===== src/sv/u8san_pkg.sv =====
// shared types and constants for the utf8 stream sanitizer
// no dependencies; used by every module of the block
package u8san_pkg;

    localparam logic [7:0] REPL_RESET  = 8'h3F;
    localparam logic [7:0] ASCII_MAX   = 8'h7F;
    localparam logic [7:0] CONT_MASK   = 8'hC0;
    localparam logic [7:0] CONT_TAG    = 8'h80;
    localparam logic [7:0] LEAD2_MASK  = 8'hE0;
    localparam logic [7:0] LEAD2_TAG   = 8'hC0;
    localparam logic [7:0] LEAD3_MASK  = 8'hF0;
    localparam logic [7:0] LEAD3_TAG   = 8'hE0;
    localparam logic [7:0] LEAD4_MASK  = 8'hF8;
    localparam logic [7:0] LEAD4_TAG   = 8'hF0;

    // one run of output bytes caused by one input byte
    typedef struct packed {
        logic [3:0][7:0] bytes;
        logic [1:0]      last_idx;
        logic            str_end;
        logic            had_err;
    } t_run;

    // expected sequence length of a lead byte, 0 when not a lead
    function automatic logic [2:0] lead_len(input logic [7:0] b);
        logic [2:0] len;
        len = 3'd0;
        if ((b & LEAD2_MASK) == LEAD2_TAG) begin
            len = 3'd2;
        end else if ((b & LEAD3_MASK) == LEAD3_TAG) begin
            len = 3'd3;
        end else if ((b & LEAD4_MASK) == LEAD4_TAG) begin
            len = 3'd4;
        end
        return len;
    endfunction

endpackage


===== src/sv/u8san_front.sv =====
// front end: classifies each byte, holds partial sequences, builds output runs
// depends on u8san_pkg
module u8san_front (
    input  logic              i_clk,
    input  logic              i_rst_n,
    input  logic              i_cfg_we,
    input  logic [7:0]        i_cfg_data,
    input  logic              i_valid,
    input  logic              i_full,
    input  logic [7:0]        i_byte,
    input  logic              i_last,
    output logic              o_push,
    output u8san_pkg::t_run   o_run
);

    logic [7:0]      r_repl;
    logic [2:0][7:0] r_pend;
    logic [2:0][7:0] n_pend;
    logic [1:0]      r_pcnt;
    logic [1:0]      n_pcnt;
    logic [2:0]      r_slen;
    logic [2:0]      n_slen;
    logic            r_err;
    logic            n_err;

    logic            take;
    logic            has_pend;
    logic            is_cont;
    logic [2:0]      len;
    logic            held_ok;
    logic [1:0]      flush_cnt;
    logic            tail_emit;
    logic [7:0]      tail_byte;
    logic            err_new;
    logic            err_final;

    assign take = i_valid && !i_full;

    always_comb begin
        has_pend  = (r_pcnt != 2'd0) && (r_slen != 3'd0);
        is_cont   = (i_byte & u8san_pkg::CONT_MASK) == u8san_pkg::CONT_TAG;
        len       = u8san_pkg::lead_len(i_byte);
        n_pend    = r_pend;
        n_pcnt    = r_pcnt;
        n_slen    = r_slen;
        held_ok   = 1'b0;
        flush_cnt = 2'd0;
        tail_emit = 1'b1;
        tail_byte = i_byte;
        err_new   = 1'b0;

        if (has_pend && is_cont) begin
            if ({1'b0, r_pcnt} + 3'd1 >= r_slen) begin
                // sequence complete, pass it through
                held_ok   = 1'b1;
                flush_cnt = r_pcnt;
                n_pcnt    = 2'd0;
                n_slen    = 3'd0;
            end else if (i_last) begin
                // cut off by the string end
                flush_cnt = r_pcnt;
                tail_byte = r_repl;
                err_new   = 1'b1;
                n_pcnt    = 2'd0;
                n_slen    = 3'd0;
            end else begin
                n_pend[r_pcnt] = i_byte;
                n_pcnt         = r_pcnt + 2'd1;
                tail_emit      = 1'b0;
            end
        end else begin
            if (has_pend) begin
                // broken sequence, replace what is held
                flush_cnt = r_pcnt;
                err_new   = 1'b1;
            end
            n_pcnt = 2'd0;
            n_slen = 3'd0;
            if (i_byte <= u8san_pkg::ASCII_MAX) begin
                tail_byte = i_byte;
            end else if (len == 3'd0 || i_last) begin
                tail_byte = r_repl;
                err_new   = 1'b1;
            end else begin
                n_pend[0] = i_byte;
                n_pcnt    = 2'd1;
                n_slen    = len;
                tail_emit = 1'b0;
            end
        end

        err_final = r_err || err_new;
        n_err     = err_final;
        if (i_last) begin
            n_pcnt = 2'd0;
            n_slen = 3'd0;
            n_err  = 1'b0;
        end

        for (int k = 0; k < 3; k++) begin
            if (2'(k) < flush_cnt) begin
                o_run.bytes[k] = held_ok ? r_pend[k] : r_repl;
            end else begin
                o_run.bytes[k] = tail_byte;
            end
        end
        o_run.bytes[3] = tail_byte;
        o_run.last_idx = tail_emit ? flush_cnt : flush_cnt - 2'd1;
        o_run.str_end  = i_last;
        o_run.had_err  = i_last && err_final;
        o_push         = take && (tail_emit || flush_cnt != 2'd0);
    end

    always_ff @(posedge i_clk) begin
        if (!i_rst_n) begin
            r_repl <= u8san_pkg::REPL_RESET;
            r_pcnt <= 2'd0;
            r_slen <= 3'd0;
            r_err  <= 1'b0;
        end else begin
            if (i_cfg_we) begin
                r_repl <= i_cfg_data;
            end
            if (take) begin
                r_pcnt <= n_pcnt;
                r_slen <= n_slen;
                r_err  <= n_err;
            end
        end
    end

    // held bytes are only read below the fill count
    always_ff @(posedge i_clk) begin
        if (take) begin
            r_pend <= n_pend;
        end
    end

endmodule


===== src/sv/u8san_queue.sv =====
// small fifo of output runs between the front and back ends
// depends on u8san_pkg
module u8san_queue #(
    parameter int DEPTH = 4
) (
    input  logic              i_clk,
    input  logic              i_rst_n,
    input  logic              i_push,
    input  u8san_pkg::t_run   i_run,
    input  logic              i_pop,
    output logic              o_full,
    output logic              o_avail,
    output u8san_pkg::t_run   o_run
);

    localparam int PW = (DEPTH > 1) ? $clog2(DEPTH) : 1;
    localparam int CW = $clog2(DEPTH + 1);

    u8san_pkg::t_run r_mem [DEPTH];
    logic [PW-1:0]   r_wp;
    logic [PW-1:0]   r_rp;
    logic [CW-1:0]   r_cnt;

    assign o_full  = r_cnt == CW'(DEPTH);
    assign o_avail = r_cnt != '0;
    assign o_run   = r_mem[r_rp];

    always_ff @(posedge i_clk) begin
        if (!i_rst_n) begin
            r_wp  <= '0;
            r_rp  <= '0;
            r_cnt <= '0;
        end else begin
            if (i_push) begin
                r_wp <= (r_wp == PW'(DEPTH - 1)) ? '0 : r_wp + PW'(1);
            end
            if (i_pop) begin
                r_rp <= (r_rp == PW'(DEPTH - 1)) ? '0 : r_rp + PW'(1);
            end
            if (i_push && !i_pop) begin
                r_cnt <= r_cnt + CW'(1);
            end else if (i_pop && !i_push) begin
                r_cnt <= r_cnt - CW'(1);
            end
        end
    end

    always_ff @(posedge i_clk) begin
        if (i_push) begin
            r_mem[r_wp] <= i_run;
        end
    end

endmodule


===== src/sv/u8san_back.sv =====
// back end: serializes each queued run into one output byte per transaction
// depends on u8san_pkg
module u8san_back (
    input  logic              i_clk,
    input  logic              i_rst_n,
    input  logic              i_avail,
    input  u8san_pkg::t_run   i_run,
    output logic              o_pop,
    input  logic              i_out_stall,
    output logic              o_out_valid,
    output logic [7:0]        o_out_byte,
    output logic              o_out_run_last,
    output logic              o_out_string_end,
    output logic              o_out_string_had_error
);

    u8san_pkg::t_run r_run;
    logic            r_busy;
    logic [1:0]      r_idx;
    logic            at_last;
    logic            sent;
    logic            done_now;

    assign at_last  = r_idx == r_run.last_idx;
    assign sent     = r_busy && !i_out_stall;
    assign done_now = sent && at_last;
    assign o_pop    = i_avail && (!r_busy || done_now);

    assign o_out_valid            = r_busy;
    assign o_out_byte             = r_run.bytes[r_idx];
    assign o_out_run_last         = at_last;
    assign o_out_string_end       = at_last && r_run.str_end;
    assign o_out_string_had_error = at_last && r_run.had_err;

    always_ff @(posedge i_clk) begin
        if (!i_rst_n) begin
            r_busy <= 1'b0;
            r_idx  <= 2'd0;
        end else if (o_pop) begin
            r_busy <= 1'b1;
            r_idx  <= 2'd0;
        end else if (done_now) begin
            r_busy <= 1'b0;
            r_idx  <= 2'd0;
        end else if (sent) begin
            r_idx <= r_idx + 2'd1;
        end
    end

    always_ff @(posedge i_clk) begin
        if (o_pop) begin
            r_run <= i_run;
        end
    end

endmodule


===== src/sv/utf8_stream_sanitizer.sv =====
// utf8 stream sanitizer top level: front end, run queue, back end
// accepts one byte per cycle while the run queue has room; emits one byte per cycle while the output is not stalled
// an accepted byte's run is written to the run queue, then loaded into the back end run register before it is output
// a run of up to 4 bytes is sent one byte per output transaction; the back end serializer sets the rate
// synchronous active-low reset clears held sequence, queue and sets replacement byte to '?'
module utf8_stream_sanitizer #(
    parameter int QUEUE_DEPTH = 4
) (
    input  logic       i_clk,
    input  logic       i_rst_n,
    input  logic       i_cfg_we,
    input  logic [7:0] i_cfg_data,
    input  logic       i_in_valid,
    output logic       o_in_stall,
    input  logic [7:0] i_in_byte,
    input  logic       i_in_string_last,
    output logic       o_out_valid,
    input  logic       i_out_stall,
    output logic [7:0] o_out_byte,
    output logic       o_out_run_last,
    output logic       o_out_string_end,
    output logic       o_out_string_had_error
);

    u8san_pkg::t_run push_run;
    u8san_pkg::t_run head_run;
    logic            push;
    logic            pop;
    logic            full;
    logic            avail;

    assign o_in_stall = full;

    u8san_front u_front (
        .i_clk      (i_clk),
        .i_rst_n    (i_rst_n),
        .i_cfg_we   (i_cfg_we),
        .i_cfg_data (i_cfg_data),
        .i_valid    (i_in_valid),
        .i_full     (full),
        .i_byte     (i_in_byte),
        .i_last     (i_in_string_last),
        .o_push     (push),
        .o_run      (push_run)
    );

    u8san_queue #(
        .DEPTH (QUEUE_DEPTH)
    ) u_queue (
        .i_clk   (i_clk),
        .i_rst_n (i_rst_n),
        .i_push  (push),
        .i_run   (push_run),
        .i_pop   (pop),
        .o_full  (full),
        .o_avail (avail),
        .o_run   (head_run)
    );

    u8san_back u_back (
        .i_clk                  (i_clk),
        .i_rst_n                (i_rst_n),
        .i_avail                (avail),
        .i_run                  (head_run),
        .o_pop                  (pop),
        .i_out_stall            (i_out_stall),
        .o_out_valid            (o_out_valid),
        .o_out_byte             (o_out_byte),
        .o_out_run_last         (o_out_run_last),
        .o_out_string_end       (o_out_string_end),
        .o_out_string_had_error (o_out_string_had_error)
    );

endmodule


===== config.mk =====
export PLATFORM = sky130hd
export DESIGN_NAME = utf8_stream_sanitizer
export DESIGN_NICKNAME = d
export VERILOG_FILES = /design/src/sv/u8san_pkg.sv /design/src/sv/u8san_front.sv /design/src/sv/u8san_queue.sv /design/src/sv/u8san_back.sv /design/src/sv/utf8_stream_sanitizer.sv
export SDC_FILE = /design/constraint.sdc
export NUM_CORES = 1
export LEC_CHECK = 0
export BUFFER_PORTS_ARGS = -buffer_cell sky130_fd_sc_hd__buf_4
export CAP_MARGIN = 20
export CORE_ASPECT_RATIO = 1.5
export CORE_UTILIZATION = 30
export CTS_CLUSTER_SIZE = 14
export DETAILED_ROUTE_END_ITERATION = 8
export GPL_ROUTABILITY_DRIVEN = 0
export PLACE_DENSITY_LB_ADDON = 0.08
export SETUP_SLACK_MARGIN = 0.1
export SLEW_MARGIN = 5
export SYNTH_ARGS = -nofsm -noshare
export SYNTH_HDL_FRONTEND = slang
export SYNTH_SLANG_ARGS = --single-unit

===== constraint.sdc =====
create_clock -name i_clk -period 3.6 [get_ports i_clk]
set_input_delay 0.72 -clock i_clk [delete_from_list [all_inputs] [get_ports i_clk]]
set_output_delay 0.72 -clock i_clk [all_outputs]
set_load 0.02 [all_outputs]

==> reports/summary.txt, run 1 <==
Status: complete, no violations
Dpl hpwl: 14,600 µm
Setup crit start kind: flop
Hold WC Path Type: in -> reg
Core Region: 31,100 µm²
Cell area after synthesis: 9510 µm²
Row count: 79
CTS Buf Count: 24
Worst setup EP type: flop
Die W: 147 µm
Slowest stage delay, CP: 390 ps
VDD IR max: 0.295 mV
Synth Instances: 555
CP required: 4050 ps
Post-synth top area cell: edfxtp_1
IO Pins: 35
Vias: 5,047
Syn_nets: 594
RSZ-0062 raised after global routing: yes
Pre-CTS WS: 173 ps
Clock Skew: 7.77 ps
Worst-case clock buffer depth: 3
Avg WL per Cell: 21.7 µm
Slowest CP cell: dfxtp_4
Syn avg cell area: 17.1 µm²
Synth cell types: 61
Clk sinks: 228
Flops & latches, synth: 228
DRT Wirelength: 22,500 µm
Yosys Warn Count: 0
Setup Total Neg Slack: 0 ps
Area Growth Syn to Fin: 18.3%
Post-synth top area share: 64.4%
H-tree levels: 1
Worst relative slew slack: 54.4%
Die Ht: 220 µm
First drt pass iteration count: 4
Post CTS Setup Buffer Count: 0
Largest net degree at the start of global routing: 37
Global-route wire length before repair: 34,100 µm
Die area: 32,400 µm²
Worst-skew pair later-pin latency: 520 ps
Layout cells sized above 1: 28.4%
CP Max Fanout: 7
Antenna-violating nets left: 0
DR iter-0 viols: 296
Ant diodes: 0
Worst Max-Slew Pin Slew: 685 ps
Top FF cell, synth: edfxtp_1
Starting density of the core: 30.5%
Post-synth top cells: edfxtp_1, mux4_2, inv_1, nand2_1, dfxtp_1
DR DRC count: 0
Power Density: 672 nW/µm²
Initial antenna violation count: 0
I/O Buffers: 34
Synth async-reset ratio: 0%
Static Leak: 0.00389 µW
Fin. Hold Viols: 0
Peak Freq: 0.295 GHz
EDFF count, synth: 204
Vias per cell: 4.86
Critical path class: reg -> reg
Minimum clock period: 3390 ps
Vias in the first global route: 5,441
WP data arrival: 3840 ps
Top area cells in the synthesized netlist: edfxtp_1, mux4_2, dfxtp_1
Most frequent cell after synthesis: edfxtp_1
Worst hold slack: 439 ps
Post_cts resized: 0
Nets: 656
Post-synthesis sequential area ratio: 69.5%
Total of max-cap violations: 0
# hold bufs at CTS: 0
Worst-path cell chain: inv_4, ha_4, ha_4, nand2_4, o21a_4, nand2_4, nand3_2, ha_2, buf_4, a311oi_4, ha_2, inv_2, fa_2, xor2_1, or3_1, a21boi_1
PnR worst setup slack: 211 ps
Tcrit/Tclk final: 94.1%
Total GRT Usage: 14.4%
Clk slew on worst S/H paths: 60 ps
Slew Viols, Final: 0
CTS tree: yes
Final setup violation count: 0
Gr ovfl total: 0
Root Buffer: clkbuf_16
-- kinds of logic after synthesis --
kind of cell,after synthesis,synth area share [%]
and+or+nand+nor,114,7.12
adders and majority gates,17,2.32
buffers and inverters,58,2.64
xor gates and xnor gates,5,0.461
AOI/OAI and AO/OA,76,6.20
DFF,228,69.5
muxes,57,11.8
-- cells in the final DEF (no fill, tap or decap), types with 7 or more instances in the layout --
master     count
dfxtp_1       21
and3_1        13
inv_1         29
nand2_1       27
a21oi_1       12
edfxtp_1     204
clkbuf_16     25
ha_1          12
nor2_1        19
mux2i_1       12
mux4_2        44
clkbuf_1       9
buf_4         56
a221o_1       12
o211ai_1       7
o21ai_0       14
-- stage by stage --
| stage | power [µW] | area, µm² | utilization (%) | instances |
|---|---|---|---|---|
| detailed placement | 5280 | 10500 | 33.6 | 989 |
| CTS | 7710 | 11200 | 36.0 | 1032 |
| floorplan | 4640 | 9600 | - | 555 |
| finish | 7560 | 11300 | 36.1 | 1039 |
| global route | 7930 | 11300 | 36.1 | 1039 |
| global placement | 5240 | 10500 | 33.6 | 989 |
-- worst max-delay path: cells and delay by family, from the launching register on --
| kind | cells | cell delay (ps) |
|---|---|---|
| adders and majority gates | 5 | 1340 |
| AOI/OAI and AO/OA | 3 | 630 |
| and+or+nand+nor | 4 | 540 |
| DFF | 1 | 390 |
| buffers and inverters | 3 | 260 |
| xor gates and xnor gates | 1 | 150 |
-- sequential cells by signal, summed over array words and instances (netlist names) --
| name | count |
|---|---|
| u_back.o_out_valid | 1 |
| u_back.r_idx | 2 |
| u_back.r_run | 36 |
| u_front.r_err | 1 |
| u_front.r_pcnt | 2 |
| u_front.r_pend | 24 |
| u_front.r_repl | 8 |
| u_front.r_slen | 3 |
| u_queue.r_cnt | 3 |
| u_queue.r_mem | 144 |
| u_queue.r_rp | 2 |
| u_queue.r_wp | 2 |
-- power by group --
group          internal, µW  switching [µW]  total (µW)
sequential             3430             166        3590
clock                  1410             989        2400
combinational           724             846        1570
-- layout make-up --
type,count,area [µm²]
Clock buffer,34,659
Clock inverter,9,92.6
Fill cell,2923,19900
Inverter,32,123
Multi-Input combinational cell,269,2720
Sequential cell,228,6620
Tap cell,405,507
Timing Repair Buffer,62,541
-- worst paths after layout --
path                     start            endpoint  slack [ps]  depth (start not counted)
max          u_front.r_pcnt[1]    u_queue.r_cnt[2]         210                         16
min reg2reg      u_front.r_err       u_front.r_err         480                          2
max reg2reg  u_front.r_pcnt[1]    u_queue.r_cnt[2]         210                         16
min               i_in_byte[5]  u_front.r_pend[13]         440                          1
-- per-layer routing --
metal	global-route usage [%]	part of all wire (%)
met4	5.02	2.3
met3	2.34	3.8
met5	0	0
met1	17.0	40
met2	26.4	53
(Power assumes the default switching activity.)
==> inputs of run 2 (changes only) <==
CTS_BUF_LIST = sky130_fd_sc_hd__clkbuf_16   (was default)
==> run 2 against run 1 <==
Worst hold slack about the same. Core utilization stayed put. Clock power about the same. Largest cell class unchanged. Critical path type unchanged. Sequential share of layout area did not move. Critical endpoint unchanged. Setup slack about the same.
==> reports/summary.txt, run 2 (synthesized netlist as in run 1, its figures left out) <==
Status: complete, no violations
R2R depth: 16 (unchanged)
Clock Skew: 7.93 ps (+0.155 ps)
Biggest register: u_queue.r_mem
Static Leak: 0.00392 µW (+0.96%)
Initial antenna violation count: 0 (unchanged)
Hold WC Path Type: in -> reg
Commonest non-fill, non-tap cells in the layout: edfxtp_1, buf_4, mux4_2, inv_1, nand2_1
Nets: 656 (unchanged)
RR Startpoint: u_front.r_pcnt[1]
Final setup violation count: 0 (unchanged)
Core Region: 31,100 µm² (unchanged)
Pre-CTS WS: 173 ps (unchanged)
Vias: 5,050 (+0.059%)
Die area: 32,400 µm² (unchanged)
I/O Buffers: 34 (unchanged)
Gr ovfl total: 0 (unchanged)
Worst-skew pair later-pin latency: 520 ps (about the same)
Final core occ: 36.1% (unchanged)
Commonest non-fill, non-tap cell in the layout: edfxtp_1
WP data arrival: 3840 ps (about the same)
CTS tree: yes
H-tree levels: 1 (unchanged)
CP required: 4050 ps (about the same)
Dpl hpwl: 14,600 µm (unchanged)
Total GRT Usage: 14.4% (unchanged)
RSZ-0062 raised after global routing: yes
VDD IR max: 0.295 mV (about the same)
Layout cells sized above 1: 28.4% (unchanged)
CP Max Fanout: 7 (unchanged)
First drt pass iteration count: 4 (unchanged)
Die W: 147 µm (unchanged)
Die Ht: 220 µm (unchanged)
R2R Setup Slk: 210 ps (about the same)
Total of max-cap violations: 0 (unchanged)
Minimum clock period: 3390 ps (-0.0170 ps)
Vias in the first global route: 5,444 (+0.055%)
Setup crit start: u_front.r_pcnt[1]
Worst hold slack: 439 ps (+0.141 ps)
DR DRC count: 0 (unchanged)
Crit path capture: u_queue.r_cnt[2]
Sequential cell area: 6620 µm² (unchanged)
Clk sinks: 228 (unchanged)
M1 WL: 9110 µm (about the same)
Power Density: 670 nW/µm² (-0.33%)
Critical path class: reg -> reg
Row count: 79 (unchanged)
Area Growth Syn to Fin: 18.3% (unchanged)
Vias per cell: 4.86 (about the same)
Worst relative slew slack: 54.4% (about the same)
Crit Reg-Reg Endpoint: u_queue.r_cnt[2]
DR iter-0 viols: 298 (+0.68%)
Clk slew on worst S/H paths: 60 ps (about the same)
Setup crit start kind: flop
PnR worst setup slack: 211 ps (+0.0170 ps)
IO Pins: 35 (unchanged)
DRT Wirelength: 22,500 µm (about the same)
Met2 routed WL: 12,000 µm (about the same)
Multi-input logic area: 2720 µm² (unchanged)
Worst-case clock buffer depth: 3 (unchanged)
Max reg flops: 144 (unchanged)
Starting density of the core: 30.5% (unchanged)
# hold bufs at CTS: 0 (unchanged)
Root Buffer: clkbuf_16
Ant diodes: 0 (unchanged)
Peak Freq: 0.295 GHz (about the same)
Largest net degree at the start of global routing: 37 (unchanged)
Tcrit/Tclk final: 94.1% (about the same)
Global-route wire length before repair: 34,100 µm (unchanged)
Antenna-violating nets left: 0 (unchanged)
CTS Buf Count: 24 (unchanged)
Fin. Hold Viols: 0 (unchanged)
Fillers: 2,923 (unchanged)
Worst setup EP type: flop
Avg WL per Cell: 21.7 µm (about the same)
DR WL met3: 855 µm (unchanged)
Setup Total Neg Slack: 0 ps (unchanged)
Worst Max-Slew Pin Slew: 685 ps (+0.0603 ps)
Regs by FF count: u_queue.r_mem x144, u_back.r_run x36, u_front.r_pend x24
Slew Viols, Final: 0 (unchanged)
Max layer used: met4
==> run 2: cell count changes in the layout (fill, tap and decap cells not counted), sizes merged <==
cell,change
inv,+9
clkbuf,-9
==> run 2: critical path, cell delays in order, from the launching register on <==
cell and delay, ps:
dfxtp_4 390, inv_4 50, ha_4 250, ha_4 270, nand2_4 60, o21a_4 250, nand2_4 80, nand3_2 90
ha_2 230, buf_4 170, a311oi_4 250, ha_2 240, inv_2 40, fa_2 350, xor2_1 150, or3_1 310
a21boi_1 130
==> run 2: per-stage QoR <==
stage | instance area [µm²] | instances | power (µW)
final | 11300 | 1039 | 7540
after global routing | 11300 | 1039 | 7910
after CTS | 11200 | 1032 | 7680
after detailed placement | 10500 | 989 | 5280
after floorplan | 9600 | 555 | 4640
after global placement | 10500 | 989 | 5240
==> run 2: final cells by class <==
class,instances,area share (%)
Clock inverter,18,1.12
Inverter,32,1.09
Sequential cell,228,58.8
Clock buffer,25,5.56
Multi-Input combinational cell,269,24.1
Tap cell,405,4.50
Timing Repair Buffer,62,4.80
==> run 2: how the worst min path moves through the flow <==
stage | start | endpoint | slack, ps | cells after the start
floorplan | u_front.r_err | u_front.r_err | 440 | 2
global placement | u_front.r_err | u_front.r_err | 460 | 2
detailed placement | u_front.r_err | u_front.r_err | 460 | 2
CTS | i_in_byte[5] | u_front.r_pend[13] | 410 | 1
global route | i_in_byte[5] | u_front.r_pend[13] | 420 | 1
finish | i_in_byte[5] | u_front.r_pend[13] | 440 | 1
==> run 2: routing by layer <==
metal | vias to the layer above | global-route usage [%]
li1 | 2308 | -
met1 | 2610 | 17.0
met2 | 95 | 26.4
met3 | 37 | 2.34
met4 | 0 | 5.02
met5 | - | 0
==> run 2: power breakdown <==
group	internal, µW	switching, µW	total, µW	leakage (µW)
Combinational	724	846	1570	0.00145
Sequential	3430	166	3590	0.00208
Clock	1390	990	2380	0.000399
Total	5540	2000	7540	0.00392
==> run 2: timing repair <==
action                     CTS  global route
setup endpoints to repair    0            25
setup buffers                0             7
resized for setup            0             0
